--- src/rtl/core/cuwf_pkg.sv ---
// ----------------------------------------------------------------------------
// cuwf_pkg
// shared types, constants and the scaling coefficient rom of the
// circular undecimated wavelet filter
// ----------------------------------------------------------------------------
`default_nettype none

package cuwf_pkg;

   localparam int MAX_TAPS_DEF    = 10;
   localparam int ROW_MAX_DEF     = 4096;
   localparam int SAMPLE_BITS_DEF = 16;

   localparam int FIELD_W    = 16;
   localparam int RES_W      = 18;
   localparam int POS_W      = 12;
   localparam int COEF_W     = 16;
   localparam int CSR_IDX_W  = 2;
   localparam int CSR_DATA_W = 2;

   localparam logic [CSR_IDX_W-1:0] CSR_DIRECTION = 2'd0;
   localparam logic [CSR_IDX_W-1:0] CSR_WAVELET   = 2'd1;

   typedef enum logic [2:0] {
      ST_IDLE,
      ST_RUN,
      ST_DRAIN,
      ST_FOLD,
      ST_PUSH
   } state_type;

   typedef struct packed {
      logic clear;
      logic tap;
      logic fold;
      logic dir;
   } mac_ctrl_type;

   // q1.15 scaling coefficients, one row per wavelet (db2 .. db5)
   localparam logic signed [COEF_W-1:0] SCALE_ROM [4][10] = '{
      '{16'sd15826, 16'sd27411, 16'sd7345, -16'sd4240, 16'sd0, 16'sd0,
        16'sd0, 16'sd0, 16'sd0, 16'sd0},
      '{16'sd10901, 16'sd26440, 16'sd15069, -16'sd4424, -16'sd2800, 16'sd1154,
        16'sd0, 16'sd0, 16'sd0, 16'sd0},
      '{16'sd7549, 16'sd23424, 16'sd20673, -16'sd917, -16'sd6129, 16'sd1011,
        16'sd1078, -16'sd347, 16'sd0, 16'sd0},
      '{16'sd5246, 16'sd19786, 16'sd23734, 16'sd4536, -16'sd7940, -16'sd1057,
        16'sd2542, -16'sd205, -16'sd412, 16'sd109}
   };

   function automatic logic signed [COEF_W-1:0] coef_at(input logic [1:0] row,
                                                        input logic [3:0] idx);
      logic signed [COEF_W-1:0] v;
      v = '0;
      if (idx < 4'd10) begin
         v = SCALE_ROM[row][idx];
      end
      return v;
   endfunction

endpackage

`default_nettype wire

--- src/rtl/core/cuwf_mem.sv ---
// ----------------------------------------------------------------------------
// cuwf_mem
// sample pair memory, one write port, one read port with registered data
// ----------------------------------------------------------------------------
`default_nettype none

module cuwf_mem #(
   parameter int DEPTH = 10,
   parameter int WIDTH = 32
) (
   input  wire logic                     clock,
   input  wire logic                     wr_en,
   input  wire logic [$clog2(DEPTH)-1:0] wr_addr,
   input  wire logic [WIDTH-1:0]         wr_data,
   input  wire logic [$clog2(DEPTH)-1:0] rd_addr,
   output logic      [WIDTH-1:0]         rd_data
);

   logic [WIDTH-1:0] mem [DEPTH];

   always_ff @(posedge clock) begin
      if (wr_en) begin
         mem[wr_addr] <= wr_data;
      end
   end

   always_ff @(posedge clock) begin
      rd_data <= mem[rd_addr];
   end

endmodule

`default_nettype wire

--- src/rtl/core/cuwf_mac.sv ---
// ----------------------------------------------------------------------------
// cuwf_mac
// two multipliers with product registers, two accumulators, rounding and
// saturation to the result width
// ----------------------------------------------------------------------------
`default_nettype none

module cuwf_mac #(
   parameter int SAMPLE_BITS = cuwf_pkg::SAMPLE_BITS_DEF
) (
   input  wire logic                                    clock,
   input  wire logic                                    reset,
   input  wire cuwf_pkg::mac_ctrl_type                  ctrl,
   input  wire logic signed [SAMPLE_BITS-1:0]           data_a,
   input  wire logic signed [SAMPLE_BITS-1:0]           data_b,
   input  wire logic signed [cuwf_pkg::COEF_W-1:0]      coef_s,
   input  wire logic signed [cuwf_pkg::COEF_W-1:0]      coef_g,
   output logic                                         busy,
   output logic signed [cuwf_pkg::RES_W-1:0]            result_lo,
   output logic signed [cuwf_pkg::RES_W-1:0]            result_hi
);

   localparam int PROD_W = SAMPLE_BITS + cuwf_pkg::COEF_W;
   localparam int ACC_W  = PROD_W + 6;
   localparam int RES_W  = cuwf_pkg::RES_W;

   localparam logic signed [ACC_W:0] HALF_Q15 = (ACC_W+1)'(16384);
   localparam logic signed [ACC_W:0] HALF_Q16 = (ACC_W+1)'(32768);
   localparam logic signed [ACC_W:0] SAT_MAX  = (ACC_W+1)'(131071);
   localparam logic signed [ACC_W:0] SAT_MIN  = -(ACC_W+1)'(131072);

   logic signed [PROD_W-1:0] p1_ff, p1_in, p2_ff, p2_in;
   logic                     v2_ff, v2_in;
   logic signed [ACC_W-1:0]  acc1_ff, acc1_in, acc2_ff, acc2_in;
   logic signed [SAMPLE_BITS-1:0] mul_b;
   logic signed [ACC_W:0]    r1, r2, q1, q2;

   assign mul_b = ctrl.dir ? data_b : data_a;
   assign p1_in = data_a * coef_s;
   assign p2_in = mul_b * coef_g;
   assign v2_in = ctrl.tap;

   always_comb begin
      acc1_in = acc1_ff;
      acc2_in = acc2_ff;
      if (ctrl.clear) begin
         acc1_in = '0;
         acc2_in = '0;
      end else if (ctrl.fold) begin
         acc1_in = acc1_ff + acc2_ff;
      end else if (v2_ff) begin
         acc1_in = acc1_ff + ACC_W'(p1_ff);
         acc2_in = acc2_ff + ACC_W'(p2_ff);
      end
   end

   always_ff @(posedge clock) begin
      if (reset) begin
         v2_ff <= 1'b0;
      end else begin
         v2_ff <= v2_in;
      end
   end

   always_ff @(posedge clock) begin
      p1_ff   <= p1_in;
      p2_ff   <= p2_in;
      acc1_ff <= acc1_in;
      acc2_ff <= acc2_in;
   end

   // round half up, then clamp
   always_comb begin
      r1 = (ACC_W+1)'(acc1_ff) + (ctrl.dir ? HALF_Q16 : HALF_Q15);
      r2 = (ACC_W+1)'(acc2_ff) + HALF_Q15;
      q1 = ctrl.dir ? (r1 >>> 16) : (r1 >>> 15);
      q2 = r2 >>> 15;
      if (q1 > SAT_MAX) begin
         result_lo = RES_W'(SAT_MAX);
      end else if (q1 < SAT_MIN) begin
         result_lo = RES_W'(SAT_MIN);
      end else begin
         result_lo = RES_W'(q1);
      end
      if (ctrl.dir) begin
         result_hi = '0;
      end else if (q2 > SAT_MAX) begin
         result_hi = RES_W'(SAT_MAX);
      end else if (q2 < SAT_MIN) begin
         result_hi = RES_W'(SAT_MIN);
      end else begin
         result_hi = RES_W'(q2);
      end
   end

   assign busy = v2_ff;

endmodule

`default_nettype wire

--- src/rtl/core/circular_undecimated_wavelet_filter_top.sv ---
// input words are taken only in idle, once every result of the previous word
// has been loaded into the output register; each result takes t taps (t = 4..10)
// the tap loop is bound by the single tap read port of the sample memories, one tap a cycle
// reset: synchronous, active high; clears control state, registers to defaults
// sample memories hold no reset value, every tap read hits a word of the current row
`default_nettype none

// ----------------------------------------------------------------------------
// circular_undecimated_wavelet_filter_top
// one level redundant daubechies wavelet over a circular row: decompose into
// low and high bands or reconstruct from them, with wrap flush at row end
// ----------------------------------------------------------------------------
module circular_undecimated_wavelet_filter_top #(
   parameter int MAX_TAPS    = cuwf_pkg::MAX_TAPS_DEF,
   parameter int ROW_MAX     = cuwf_pkg::ROW_MAX_DEF,
   parameter int SAMPLE_BITS = cuwf_pkg::SAMPLE_BITS_DEF
) (
   input  wire logic                                clock,
   input  wire logic                                reset,
   // input words
   input  wire logic                                req_valid,
   output logic                                     req_ready,
   input  wire logic signed [cuwf_pkg::FIELD_W-1:0] req_sample_a,
   input  wire logic signed [cuwf_pkg::FIELD_W-1:0] req_sample_b,
   input  wire logic                                req_row_end,
   // result words
   output logic                                     rsp_valid,
   input  wire logic                                rsp_ready,
   output logic signed [cuwf_pkg::RES_W-1:0]        rsp_result_low,
   output logic signed [cuwf_pkg::RES_W-1:0]        rsp_result_high,
   output logic [cuwf_pkg::POS_W-1:0]               rsp_position,
   output logic                                     rsp_final_result,
   output logic                                     rsp_short_row,
   // configuration
   input  wire logic                                csr_we,
   input  wire logic [cuwf_pkg::CSR_IDX_W-1:0]      csr_index,
   input  wire logic [cuwf_pkg::CSR_DATA_W-1:0]     csr_data
);

   localparam int CW     = $clog2(ROW_MAX);          // sample count
   localparam int LW     = CW + 1;                   // row length
   localparam int TW     = $clog2(MAX_TAPS + 1);     // tap index / count
   localparam int WA_W   = $clog2(MAX_TAPS);         // window address
   localparam int HA_W   = $clog2(MAX_TAPS - 1);     // head address
   localparam int EXT_W  = (SAMPLE_BITS > cuwf_pkg::FIELD_W) ? SAMPLE_BITS
                                                             : cuwf_pkg::FIELD_W;
   localparam int MAXROW = (MAX_TAPS - 4) / 2;       // longest wavelet that fits
   localparam logic [CW-1:0]   CNT_LAST = CW'(ROW_MAX - 1);
   localparam logic [WA_W-1:0] WA_LAST  = WA_W'(MAX_TAPS - 1);

   cuwf_pkg::state_type state_ff, state_in;

   // configuration registers
   logic       dir_ff, dir_in;
   logic [1:0] sel_ff, sel_in;

   // row and sequencer state
   logic [CW-1:0]   cnt_ff, cnt_in;
   logic [WA_W-1:0] wp_ff, wp_in;
   logic [LW-1:0]   len_ff, len_in;
   logic [TW-1:0]   t_ff, t_in;
   logic [1:0]      row_ff, row_in;
   logic            last_ff, last_in;
   logic            short_ff, short_in;
   logic [TW-1:0]   nout_ff, nout_in;
   logic [TW-1:0]   o_ff, o_in;
   logic [LW-1:0]   pos_ff, pos_in;
   logic [TW-1:0]   tap_ff, tap_in;

   // tap read stage
   logic                              s1_valid_ff, s1_valid_in;
   logic                              s1_win_ff, s1_win_in;
   logic signed [cuwf_pkg::COEF_W-1:0] s1_s_ff, s1_s_in, s1_g_ff, s1_g_in;

   // output register
   logic                              rsp_valid_ff, rsp_valid_in;
   logic signed [cuwf_pkg::RES_W-1:0] lo_ff, lo_in, hi_ff, hi_in;
   logic [cuwf_pkg::POS_W-1:0]        rpos_ff, rpos_in;
   logic                              fin_ff, fin_in;
   logic                              rshort_ff, rshort_in;

   logic accept, load, last_out;
   logic [CW-1:0]   n_cur;
   logic [LW-1:0]   len_new;
   logic            last_new;
   logic [1:0]      row_new;
   logic [TW-1:0]   t_new;

   // tap address generation
   logic [LW:0]     idx_wide;
   logic [LW-1:0]   idx, lag;
   logic            use_win;
   logic [WA_W:0]   wa_wide;
   logic [WA_W-1:0] win_raddr;
   logic [HA_W-1:0] head_raddr;

   // sample memories
   logic [SAMPLE_BITS-1:0]   samp_a, samp_b;
   logic [EXT_W-1:0]         ext_a, ext_b;
   logic [2*SAMPLE_BITS-1:0] wr_pair, win_rd, head_rd, tap_pair;
   logic                     head_we;

   cuwf_pkg::mac_ctrl_type mac_ctrl;
   logic mac_busy;
   logic signed [cuwf_pkg::RES_W-1:0] mac_lo, mac_hi;

   assign accept   = req_valid && req_ready;
   assign load     = (state_ff == cuwf_pkg::ST_PUSH) && (!rsp_valid_ff || rsp_ready);
   assign last_out = (o_ff == nout_ff - TW'(1));
   assign req_ready = (state_ff == cuwf_pkg::ST_IDLE);

   // word parameters seen at accept
   assign n_cur    = cnt_ff;
   assign len_new  = LW'(cnt_ff) + LW'(1);
   assign last_new = req_row_end || (cnt_ff == CNT_LAST);
   assign row_new  = (sel_ff > 2'(MAXROW)) ? 2'(MAXROW) : sel_ff;
   assign t_new    = TW'(4) + TW'({row_new, 1'b0});

   // sample fields as sample-width two's complement
   assign ext_a   = EXT_W'($unsigned(req_sample_a));
   assign ext_b   = EXT_W'($unsigned(req_sample_b));
   assign samp_a  = ext_a[SAMPLE_BITS-1:0];
   assign samp_b  = ext_b[SAMPLE_BITS-1:0];
   assign wr_pair = {samp_b, samp_a};
   assign head_we = accept && (cnt_ff < CW'(MAX_TAPS - 1));

   // row index of the current tap, wrapped around the row
   always_comb begin
      if (!dir_ff) begin
         idx_wide = (LW+1)'(pos_ff) + (LW+1)'(tap_ff);
         if (idx_wide >= (LW+1)'(len_ff)) begin
            idx_wide = idx_wide - (LW+1)'(len_ff);
         end
      end else begin
         if (pos_ff >= LW'(tap_ff)) begin
            idx_wide = (LW+1)'(pos_ff) - (LW+1)'(tap_ff);
         end else begin
            idx_wide = (LW+1)'(pos_ff) + (LW+1)'(len_ff) - (LW+1)'(tap_ff);
         end
      end
      idx = idx_wide[LW-1:0];
      lag = len_ff - LW'(1) - idx;
   end

   // recent samples come from the circular window, early ones from the head store
   assign use_win    = (lag < LW'(MAX_TAPS));
   assign wa_wide    = (WA_W+1)'(wp_ff) + (WA_W+1)'(MAX_TAPS) - (WA_W+1)'(lag[WA_W-1:0]);
   assign win_raddr  = (wa_wide >= (WA_W+1)'(MAX_TAPS))
                       ? WA_W'(wa_wide - (WA_W+1)'(MAX_TAPS)) : wa_wide[WA_W-1:0];
   assign head_raddr = idx[HA_W-1:0];

   cuwf_mem #(
      .DEPTH (MAX_TAPS),
      .WIDTH (2*SAMPLE_BITS)
   ) u_win_mem (
      .clock   (clock),
      .wr_en   (accept),
      .wr_addr (wp_in),
      .wr_data (wr_pair),
      .rd_addr (win_raddr),
      .rd_data (win_rd)
   );

   cuwf_mem #(
      .DEPTH (MAX_TAPS - 1),
      .WIDTH (2*SAMPLE_BITS)
   ) u_head_mem (
      .clock   (clock),
      .wr_en   (head_we),
      .wr_addr (cnt_ff[HA_W-1:0]),
      .wr_data (wr_pair),
      .rd_addr (head_raddr),
      .rd_data (head_rd)
   );

   assign tap_pair = s1_win_ff ? win_rd : head_rd;

   cuwf_mac #(
      .SAMPLE_BITS (SAMPLE_BITS)
   ) u_mac (
      .clock     (clock),
      .reset     (reset),
      .ctrl      (mac_ctrl),
      .data_a    (tap_pair[SAMPLE_BITS-1:0]),
      .data_b    (tap_pair[2*SAMPLE_BITS-1:SAMPLE_BITS]),
      .coef_s    (s1_s_ff),
      .coef_g    (s1_g_ff),
      .busy      (mac_busy),
      .result_lo (mac_lo),
      .result_hi (mac_hi)
   );

   // next state
   always_comb begin
      state_in = state_ff;
      unique case (state_ff)
         cuwf_pkg::ST_IDLE: begin
            if (accept) begin
               if (len_new < LW'(t_new)) begin
                  state_in = last_new ? cuwf_pkg::ST_PUSH : cuwf_pkg::ST_IDLE;
               end else begin
                  state_in = cuwf_pkg::ST_RUN;
               end
            end
         end
         cuwf_pkg::ST_RUN: begin
            if (tap_ff == t_ff - TW'(1)) begin
               state_in = cuwf_pkg::ST_DRAIN;
            end
         end
         cuwf_pkg::ST_DRAIN: begin
            if (!s1_valid_ff && !mac_busy) begin
               state_in = dir_ff ? cuwf_pkg::ST_FOLD : cuwf_pkg::ST_PUSH;
            end
         end
         cuwf_pkg::ST_FOLD: begin
            state_in = cuwf_pkg::ST_PUSH;
         end
         cuwf_pkg::ST_PUSH: begin
            if (load) begin
               state_in = (short_ff || last_out) ? cuwf_pkg::ST_IDLE : cuwf_pkg::ST_RUN;
            end
         end
         default: state_in = cuwf_pkg::ST_IDLE;
      endcase
   end

   // sequencer and datapath controls
   always_comb begin
      dir_in   = dir_ff;
      sel_in   = sel_ff;
      cnt_in   = cnt_ff;
      wp_in    = wp_ff;
      len_in   = len_ff;
      t_in     = t_ff;
      row_in   = row_ff;
      last_in  = last_ff;
      short_in = short_ff;
      nout_in  = nout_ff;
      o_in     = o_ff;
      pos_in   = pos_ff;
      tap_in   = tap_ff;

      mac_ctrl = '{clear: 1'b0, tap: s1_valid_ff, fold: 1'b0, dir: dir_ff};

      s1_valid_in = (state_ff == cuwf_pkg::ST_RUN);
      s1_win_in   = use_win;
      s1_s_in     = cuwf_pkg::coef_at(row_ff, 4'(tap_ff));
      s1_g_in     = cuwf_pkg::coef_at(row_ff, 4'(t_ff - TW'(1) - tap_ff));
      if (tap_ff[0]) begin
         s1_g_in = -s1_g_in;
      end

      // a write to the direction or wavelet register abandons the row in progress
      if (csr_we) begin
         unique case (csr_index)
            cuwf_pkg::CSR_DIRECTION: begin
               dir_in = csr_data[0];
               cnt_in = '0;
            end
            cuwf_pkg::CSR_WAVELET: begin
               sel_in = csr_data[1:0];
               cnt_in = '0;
            end
            default: ;
         endcase
      end

      if (accept) begin
         wp_in    = (wp_ff == WA_LAST) ? '0 : wp_ff + WA_W'(1);
         cnt_in   = last_new ? '0 : CW'(len_new);
         len_in   = len_new;
         t_in     = t_new;
         row_in   = row_new;
         last_in  = last_new;
         short_in = (len_new < LW'(t_new));
         nout_in  = last_new ? t_new : TW'(1);
         o_in     = '0;
         tap_in   = '0;
         pos_in   = dir_ff ? LW'(n_cur) : len_new - LW'(t_new);
         mac_ctrl.clear = 1'b1;
      end

      if (state_ff == cuwf_pkg::ST_RUN) begin
         tap_in = tap_ff + TW'(1);
      end

      if (state_ff == cuwf_pkg::ST_FOLD) begin
         mac_ctrl.fold = 1'b1;
      end

      if (load && !short_ff && !last_out) begin
         o_in   = o_ff + TW'(1);
         tap_in = '0;
         pos_in = (dir_ff && (o_ff == '0)) ? '0 : pos_ff + LW'(1);
         mac_ctrl.clear = 1'b1;
      end
   end

   // output register: holds a finished word while the sequencer goes on
   always_comb begin
      rsp_valid_in = rsp_valid_ff && !rsp_ready;
      lo_in        = lo_ff;
      hi_in        = hi_ff;
      rpos_in      = rpos_ff;
      fin_in       = fin_ff;
      rshort_in    = rshort_ff;
      if (load) begin
         rsp_valid_in = 1'b1;
         rshort_in    = short_ff;
         if (short_ff) begin
            lo_in   = '0;
            hi_in   = '0;
            rpos_in = '0;
            fin_in  = 1'b1;
         end else begin
            lo_in   = mac_lo;
            hi_in   = mac_hi;
            rpos_in = pos_ff[cuwf_pkg::POS_W-1:0];
            fin_in  = last_ff && last_out;
         end
      end
   end

   always_ff @(posedge clock) begin
      if (reset) begin
         state_ff     <= cuwf_pkg::ST_IDLE;
         dir_ff       <= 1'b0;
         sel_ff       <= 2'd0;
         cnt_ff       <= '0;
         wp_ff        <= '0;
         s1_valid_ff  <= 1'b0;
         rsp_valid_ff <= 1'b0;
      end else begin
         state_ff     <= state_in;
         dir_ff       <= dir_in;
         sel_ff       <= sel_in;
         cnt_ff       <= cnt_in;
         wp_ff        <= wp_in;
         s1_valid_ff  <= s1_valid_in;
         rsp_valid_ff <= rsp_valid_in;
      end
   end

   always_ff @(posedge clock) begin
      len_ff    <= len_in;
      t_ff      <= t_in;
      row_ff    <= row_in;
      last_ff   <= last_in;
      short_ff  <= short_in;
      nout_ff   <= nout_in;
      o_ff      <= o_in;
      pos_ff    <= pos_in;
      tap_ff    <= tap_in;
      s1_win_ff <= s1_win_in;
      s1_s_ff   <= s1_s_in;
      s1_g_ff   <= s1_g_in;
      lo_ff     <= lo_in;
      hi_ff     <= hi_in;
      rpos_ff   <= rpos_in;
      fin_ff    <= fin_in;
      rshort_ff <= rshort_in;
   end

   assign rsp_valid        = rsp_valid_ff;
   assign rsp_result_low   = lo_ff;
   assign rsp_result_high  = hi_ff;
   assign rsp_position     = rpos_ff;
   assign rsp_final_result = fin_ff;
   assign rsp_short_row    = rshort_ff;

   // a short row word always closes the row
   a_short_final : assert property (@(posedge clock) disable iff (reset)
      (rsp_valid_ff && rshort_ff) |-> (fin_ff && (lo_ff == '0)))
      else $error("short row word without final flag");

   // no tap left in flight once the block takes new words
   a_idle_drained : assert property (@(posedge clock) disable iff (reset)
      (state_ff == cuwf_pkg::ST_IDLE) |-> (!s1_valid_ff && !mac_busy))
      else $error("tap pipeline busy while idle");

   // tap index stays inside the filter
   a_tap_range : assert property (@(posedge clock) disable iff (reset)
      (state_ff == cuwf_pkg::ST_RUN) |-> (tap_ff < t_ff))
      else $error("tap index past filter length");

endmodule

`default_nettype wire

--- config.mk ---
export PLATFORM = sky130hd
export DESIGN_NAME = circular_undecimated_wavelet_filter_top
export DESIGN_NICKNAME = d
export VERILOG_FILES = /design/src/rtl/core/cuwf_pkg.sv /design/src/rtl/core/cuwf_mem.sv /design/src/rtl/core/cuwf_mac.sv /design/src/rtl/core/circular_undecimated_wavelet_filter_top.sv
export SDC_FILE = /design/constraint.sdc
export NUM_CORES = 2
export LEC_CHECK = 0
export ABC_CLOCK_PERIOD_IN_PS = 11800
export BUFFER_PORTS_ARGS = -buffer_cell sky130_fd_sc_hd__buf_2
export CAP_MARGIN = 20
export CORE_UTILIZATION = 35
export CTS_CLUSTER_SIZE = 30
export DETAILED_ROUTE_END_ITERATION = 12
export SLEW_MARGIN = 20
export SYNTH_ARGS = -nofsm -noshare
export SYNTH_HDL_FRONTEND = slang
export SYNTH_SLANG_ARGS = --single-unit
--- constraint.sdc ---
create_clock -name clock -period 11.8 [get_ports clock]
set_clock_uncertainty 0.05 [all_clocks]
set_input_delay 2.36 -clock clock [delete_from_list [all_inputs] [get_ports clock]]
set_output_delay 2.36 -clock clock [all_outputs]
set_load 0.1 [all_outputs]
==> Word level (Yosys, flattened, before mapping) <==
Memory sizes are Yosys's and may differ from the RTL's. A register that Yosys moved wholly into a read port is not among the register bits.
Cells that the tools add are included.
W data, S select, Z words.
{ "classes": {"n_addsub": 26, "eq_ne": 13, "bitwise": 4, "reduce_logical": 35, "magnitude_cmp": 16, "mux": 55, "multipliers": 2} }
{ "ops": {"columns": ["cell", "n"], "rows": [
  ["$bmux W160 S2", 1],
  ["$mux W160", 2],
  ["$bmux W16 S4", 2],
  ["$mux W16", 8],
  ["$mux W13", 7],
  ["$add A38 B32 Y38", 2],
  ["$mux W38", 2],
  ["$mul A16 B16 Y32", 2],
  ["$gt A24 B18 Y1 const B", 2],
  ["$lt A24 B18 Y1 const B", 2],
  ["$mux W12", 4],
  ["$add A38 B16 Y39 const B", 1],
  ["$add A38 B17 Y39", 1],
  ["$sub A13 B4 Y13", 3],
  ["$add A38 B38 Y38", 1],
  ["$mux W18", 2],
  ["$mux W17", 2],
  ["$mux W32", 1],
  ["$sub A13 B13 Y13", 2],
  ["$mux W4", 6],
  ["$mux W23", 1],
  ["$mux W3", 7],
  ["$neg A16 Y16", 1],
  ["$pmux W3 S5", 1],
  ["other kinds (47)", 88]
]} }
{ "word_totals": {"ram_bits": 608, "mem_count": 2, "output_inout_bits": 52, "register_bits": 294, "wordCells": 184} }
{ "mem_list": {"columns": ["name", "words", "width", "rd", "rd_clocked_by_memory_dff", "wr", "line_no", "text"], "rows": [
  ["u_win_mem.mem", 10, 32, 1, 1, 1, "cuwf_mem.sv:19", "logic [WIDTH-1:0] mem [DEPTH];"],
  ["u_head_mem.mem", 9, 32, 1, 1, 1, "cuwf_mem.sv:19", null]
]} }

==> Depth between registers and ports, before layout <==
{ "logic_depth": {"depth_word": 10, "ltp_mapped": 38, "mapped_depth_nobuf": 33} }

==> Cells and area by module <==
Synthesis repeated with hierarchy kept, for this count alone.
{ "hier_totals": {"cells_unflattened": 6225, "hier_area_um2": 66877.9} }
{ "by_module_without_submodules": {"columns": ["mod", "area_per_inst_um2", "seq_area_each_um2", "instances", "cells_each"], "rows": [
  ["cuwf_mac", 29914.9, 2822.7, 1, 3502],
  ["cuwf_mem (u_win_mem)", 13290.2, 10249.8, 1, 698],
  ["cuwf_mem (u_head_mem)", 11895.2, 9288.9, 1, 629],
  ["circular_undecimated_wavelet_filter_top", 11777.5, 3893.7, 1, 1396]
]} }

==> Worst setup path after synthesis <==
Ideal clock, no wire load.
{ "synth_timing": {"kind": "register to register", "startpoint": "reg tap_ff[1]", "endpoint": "reg u_win_mem.rd_data[10], read port of u_win_mem.mem", "t_arrival_ns": 7.959, "t_required_ns": 11.617, "setup_slack_ns": 3.658, "setup_ns": 0.133, "path_stages_with_launch": 38, "cell_sequence": "dfxtp_1 -> clkbuf_1 -> inv_1 -> clkbuf_1 -> fa_1 -> nor2_1 -> nor2_1 -> o21bai_1 -> nand3_1 -> nor2_1 -> xnor2_1 -> ha_1 -> and4_1 -> a41o_1 -> a41oi_1 -> and3_1 -> buf_2 -> mux2i_1 -> (+2 left out) -> clkbuf_1 -> fa_1 -> ha_1 -> inv_1 -> ha_1 -> fa_1 -> inv_1 -> ha_1 -> o21ai_0 -> nand2b_1 -> o21ai_0 -> nand2_1 -> o211ai_1 -> xnor2_1 -> clkbuf_1 -> mux4_2 -> mux2i_1 -> a21oi_1"} }
{ "synth_between": {"elab_chain_cells": 8, "elab_cells_between_ends": 14} }
{ "synth_lines": {"columns": ["element", "line_no", "text"], "rows": [
  ["start, declared", "circular_undecimated_wavelet_filter_top.sv:68", "logic [TW-1:0] tap_ff, tap_in;"],
  ["start signal, assigned", "circular_undecimated_wavelet_filter_top.sv:354", "tap_ff <= tap_in;"],
  ["$add A13 B4 Y14", "circular_undecimated_wavelet_filter_top.sv:130", "idx_wide = (LW+1)'(pos_ff) + (LW+1)'(tap_ff);"],
  ["$sub A13 B13 Y13 or $ge A14 B13 Y1 (tied branches)", "circular_undecimated_wavelet_filter_top.sv:132, circular_undecimated_wavelet_filter_top.sv:131", null],
  ["$mux W13", "circular_undecimated_wavelet_filter_top.sv:131", "if (idx_wide >= (LW+1)'(len_ff)) begin"],
  ["$mux W13 (*)", "circular_undecimated_wavelet_filter_top.sv:129", "if (!dir_ff) begin"],
  ["$sub A13 B13 Y13 (*)", "circular_undecimated_wavelet_filter_top.sv:142", "lag = len_ff - LW'(1) - idx;"],
  ["$sub A5 B4 Y5 (*)", "circular_undecimated_wavelet_filter_top.sv:147", "assign wa_wide = (WA_W+1)'(wp_ff) + (WA_W+1)'(MAX_TAPS) - (WA_W+1)'(lag[WA_W-1:0]);"],
  ["$sub A4 B4 Y4 or $ge A5 B4 Y1 (tied branches)", "circular_undecimated_wavelet_filter_top.sv:149, circular_undecimated_wavelet_filter_top.sv:148", null],
  ["$mux W4 (*)", "circular_undecimated_wavelet_filter_top.sv:149", "? WA_W'(wa_wide - (WA_W+1)'(MAX_TAPS)) : wa_wide[WA_W-1:0];"],
  ["end, declared", "cuwf_mem.sv:16", "output logic [WIDTH-1:0] rd_data"]
]} }
Every way passes the cells marked *; elsewhere a longest branch is shown, timed or not.
A chain may end at the register's enable or synchronous reset.

==> Worst setup path in the final report <==
{ "layout_timing": {"startpoint": "reg tap_ff[3]", "endpoint": "reg u_win_mem.rd_data[11], read port of u_win_mem.mem"} }
The elaborated chain is that of the path after synthesis.

==> flow_summary_export.csv <==
group,metric,value,unit
outcome,status,"complete, no violations",
place,place_hpwl,112000,um
clock_tree,cts_tree,"yes",
floorplan,start_util,0.354,
logic_synthesis,synth-edff-count,697,
place,portBuffers,93,
final_layout,nNetsFinal,6904,
floorplan,core-area,184000,um2
final_layout,area_growth,10.1,%
logic_synthesis,synth_area_per_cell,10.8,um2
clock_tree,htree_levels,3,
clock_tree,cts_root_buf,"clkbuf_16",
global_routing,grt_max_degree,83,
floorplan,num_rows,157,
clock_tree,clk_path_buf_depth,3,
drt,vias_per_cell,5.07,
drt,route.antenna.remaining_nets,0,
sta,max_freq,101,MHz
final_layout,drive_above_1_share,0.0877,
sta,slew_headroom,0.260,
logic_synthesis,synth_top_area_share,0.322,
global_routing,grt_pass1_vias,44200,
drt,drcViolationCount,0,
final_layout,fillers,17700,
sta,finalSetupTns,0,ns
drt,drtIter0Drc,2825,
logic_synthesis,synth_fp_nets,6918,
drt,post_drt_wl_per_cell,19.0,um
worst_setup_path,critical-path-max-stage-delay,0.83,ns
sta,finalCritPeriodShare,0.836,
global_routing,grt_util_met3,0.0266,
logic_synthesis,synth-seq-cells,963,
sta,worst_pin_slew,1.11,ns
logic_synthesis,synthTopCellsByCount,"nand2_1 (722), inv_1 (704), edfxtp_1 (697)",
sta,slew_violations,0,
clock_tree,clock_latency,0.77,ns
logic_synthesis,yosys-top-cells-area,"edfxtp_1 (32%), fa_1 (17%), dfxtp_1 (8.2%)",
logic_synthesis,ys_warn_count,0,
global_routing,track_usage,0.173,
global_routing,antenna_found_initial,17,
logic_synthesis,syn_area,65000,um2
logic_synthesis,synth_cell_types,85,
drt,first_pass_iters,6,
logic_synthesis,synth_top_area_cell,"edfxtp_1",
sta,rsz0062_at_grt,"false",
worst_setup_path,worstPathArrival,10.39,ns
floorplan,io_pins,94,
floorplan,die-width,433,um
drt,num_vias,43400,
logic_synthesis,synth_cells,6017,
flow_run,max_cap_viol_count,0,
global_routing,grt_overflow,0,
logic_synthesis,yosysSeqAreaShare,0.404,
worst_setup_path,required,12.32,ns
worst_setup_path,critPathKind,"reg2reg",
global_routing,grt_use_met1,0.231,
global_routing,met2_usage,0.289,
clock_tree,cts_resized,0,
worst_hold_path,hold_class,"reg2reg",
logic_synthesis,synth.most_common_cell,"nand2_1",
global_routing,grt_pass1_wl,254000,um
clock_tree,cts_hold_buf,0,
final_layout,regArea,26300,um2
clock_tree,cts_buffers,100,
logic_synthesis,dominantRegCellSynth,"edfxtp_1",
sta,setup_violations,0,
clock_tree,post-cts-setup-buffers,0,
worst_setup_path,worstSetupStartpointType,"flop",
floorplan,die_area,187000,um2
global_routing,busiest_layer,"met2",
worst_setup_path,worstSetupEndpointType,"flop",
sta,timing.final.crit_period,9.87,ns
drt,finalWirelength,162000,um
logic_synthesis,async_flop_share,0,
place,place.gp.congestion,0.880,
final_layout,multi_input_area,35100,um2
clock_tree,clkTransAtPathRegs,0.06,ns
clock_tree,clock-sinks,963,
worst_setup_path,path_common_cell,"ha_1",
worst_setup_path,slowest_stage,"dfxtp_1",
floorplan,fp.dieH,433,um
sta,hold_viol,0,
worst_setup_path,cp_max_fo,65,
[through the flow]
step | cell area (um2) | instances | setup slack, ns | hold WS [ns] | utilization
after global placement | 68100 | 8365 | 2.18 | 0.392 | 0.371
after CTS | 71500 | 8552 | 1.97 | 0.412 | 0.389
after detailed placement | 68100 | 8365 | 1.98 | 0.402 | 0.371
after floorplan | 65000 | 6017 | 3.66 | 0.374 | -
final | 71500 | 8555 | 1.93 | 0.409 | 0.389
after global routing | 71500 | 8553 | 1.42 | 0.429 | 0.389
[sequential cells by signal (all words and copies together), names as in the netlist, 12 cells and up]
register            flops
u_win_mem.rd_data      32
rsp_result_low         18
u_win_mem.mem         320
u_mac.acc1_ff          38
u_mac.p1_ff            32
len_ff                 13
pos_ff                 13
s1_s_ff                16
rsp_position           12
u_mac.acc2_ff          38
u_mac.p2_ff            32
rsp_result_high        18
cnt_ff                 12
u_head_mem.rd_data     32
s1_g_ff                16
u_head_mem.mem        288
[routing by layer]
| metal | vias up | wire length, um |
|---|---|---|
| met2 | 1016 | 76700 |
| met3 | 282 | 8490 |
| met1 | 21600 | 72600 |
| met4 | 26 | 4420 |
| li1 | 20400 | - |
| met5 | - | 175 |
[critical path: cells and delay by family (launching register included)]
kind            cells  cell delay, ns
buf+inv             4            1.76
mux                 3            0.85
fa+ha+maj           5            1.61
flops               1            0.83
compound gates      9            2.72
simple gates        4            1.34
xor+xnor            3            0.46
[placed cells by master (no fill, tap or decap), types with 19 or more instances in the layout]
master | synthesis | final
buf_2 | 19 | 93
xnor2_1 | 181 | 180
o211ai_1 | 50 | 50
nand2_1 | 722 | 722
dfxtp_1 | 266 | 263
o31ai_1 | 20 | 20
edfxtp_1 | 697 | 697
nand3_1 | 84 | 84
and3_1 | 19 | 19
nand2b_1 | 47 | 47
buf_4 | 2 | 70
mux2i_1 | 132 | 131
o21a_1 | 22 | 22
clkbuf_16 | 0 | 100
a21oi_1 | 295 | 293
ha_1 | 322 | 321
or2_2 | 23 | 23
mux4_2 | 65 | 65
xor2_1 | 97 | 97
a211o_1 | 36 | 36
and2_1 | 206 | 200
a211oi_1 | 70 | 70
nor2_1 | 333 | 325
o21bai_1 | 24 | 24
nand4_1 | 29 | 29
or3_1 | 21 | 21
inv_1 | 704 | 702
clkinv_2 | 0 | 19
a31oi_1 | 59 | 59
nor2b_1 | 83 | 83
a21o_1 | 86 | 86
clkbuf_1 | 217 | 19
o21ai_0 | 186 | 184
fa_1 | 537 | 537
nor3_1 | 54 | 51
mux2_2 | 74 | 74
[final cells by class]
type / count / share of cell area
sequential: 963 / 0.367
tap: 2464 / 0.0431
antenna: 3 / 0.000105
clock buffer: 130 / 0.0381
clock inverter: 57 / 0.0102
inverter: 707 / 0.0371
multi-input combinational: 4068 / 0.490
timing repair buffer: 163 / 0.0139
[kinds of logic after synthesis]
kind of cell,synth area share
simple gates,0.119
buf+inv,0.0589
compound gates,0.0954
flops,0.404
fa+ha+maj,0.227
xor+xnor,0.0377
mux,0.0571
[final timing paths]
| path | from | end | slack [ns] | depth (start not counted) |
|---|---|---|---|---|
| worst min register to register | u_mac.acc1_ff[12]$_SDFFE_PP0P_ | u_mac.acc1_ff[12]$_SDFFE_PP0P_ | 0.41 | 2 |
| worst max-delay path | tap_ff[3]$_SDFFE_PP0P_ | u_win_mem.rd_data[11]$_DFF_P_ | 1.93 | 28 |
| worst max register to register | tap_ff[3]$_SDFFE_PP0P_ | u_win_mem.rd_data[11]$_DFF_P_ | 1.93 | 28 |
| worst min-delay path | u_mac.acc1_ff[12]$_SDFFE_PP0P_ | u_mac.acc1_ff[12]$_SDFFE_PP0P_ | 0.41 | 2 |
Power is left out: the tool's default activity adds up to more than one toggle a clock period on the data nets, which glitch-free logic cannot reach.
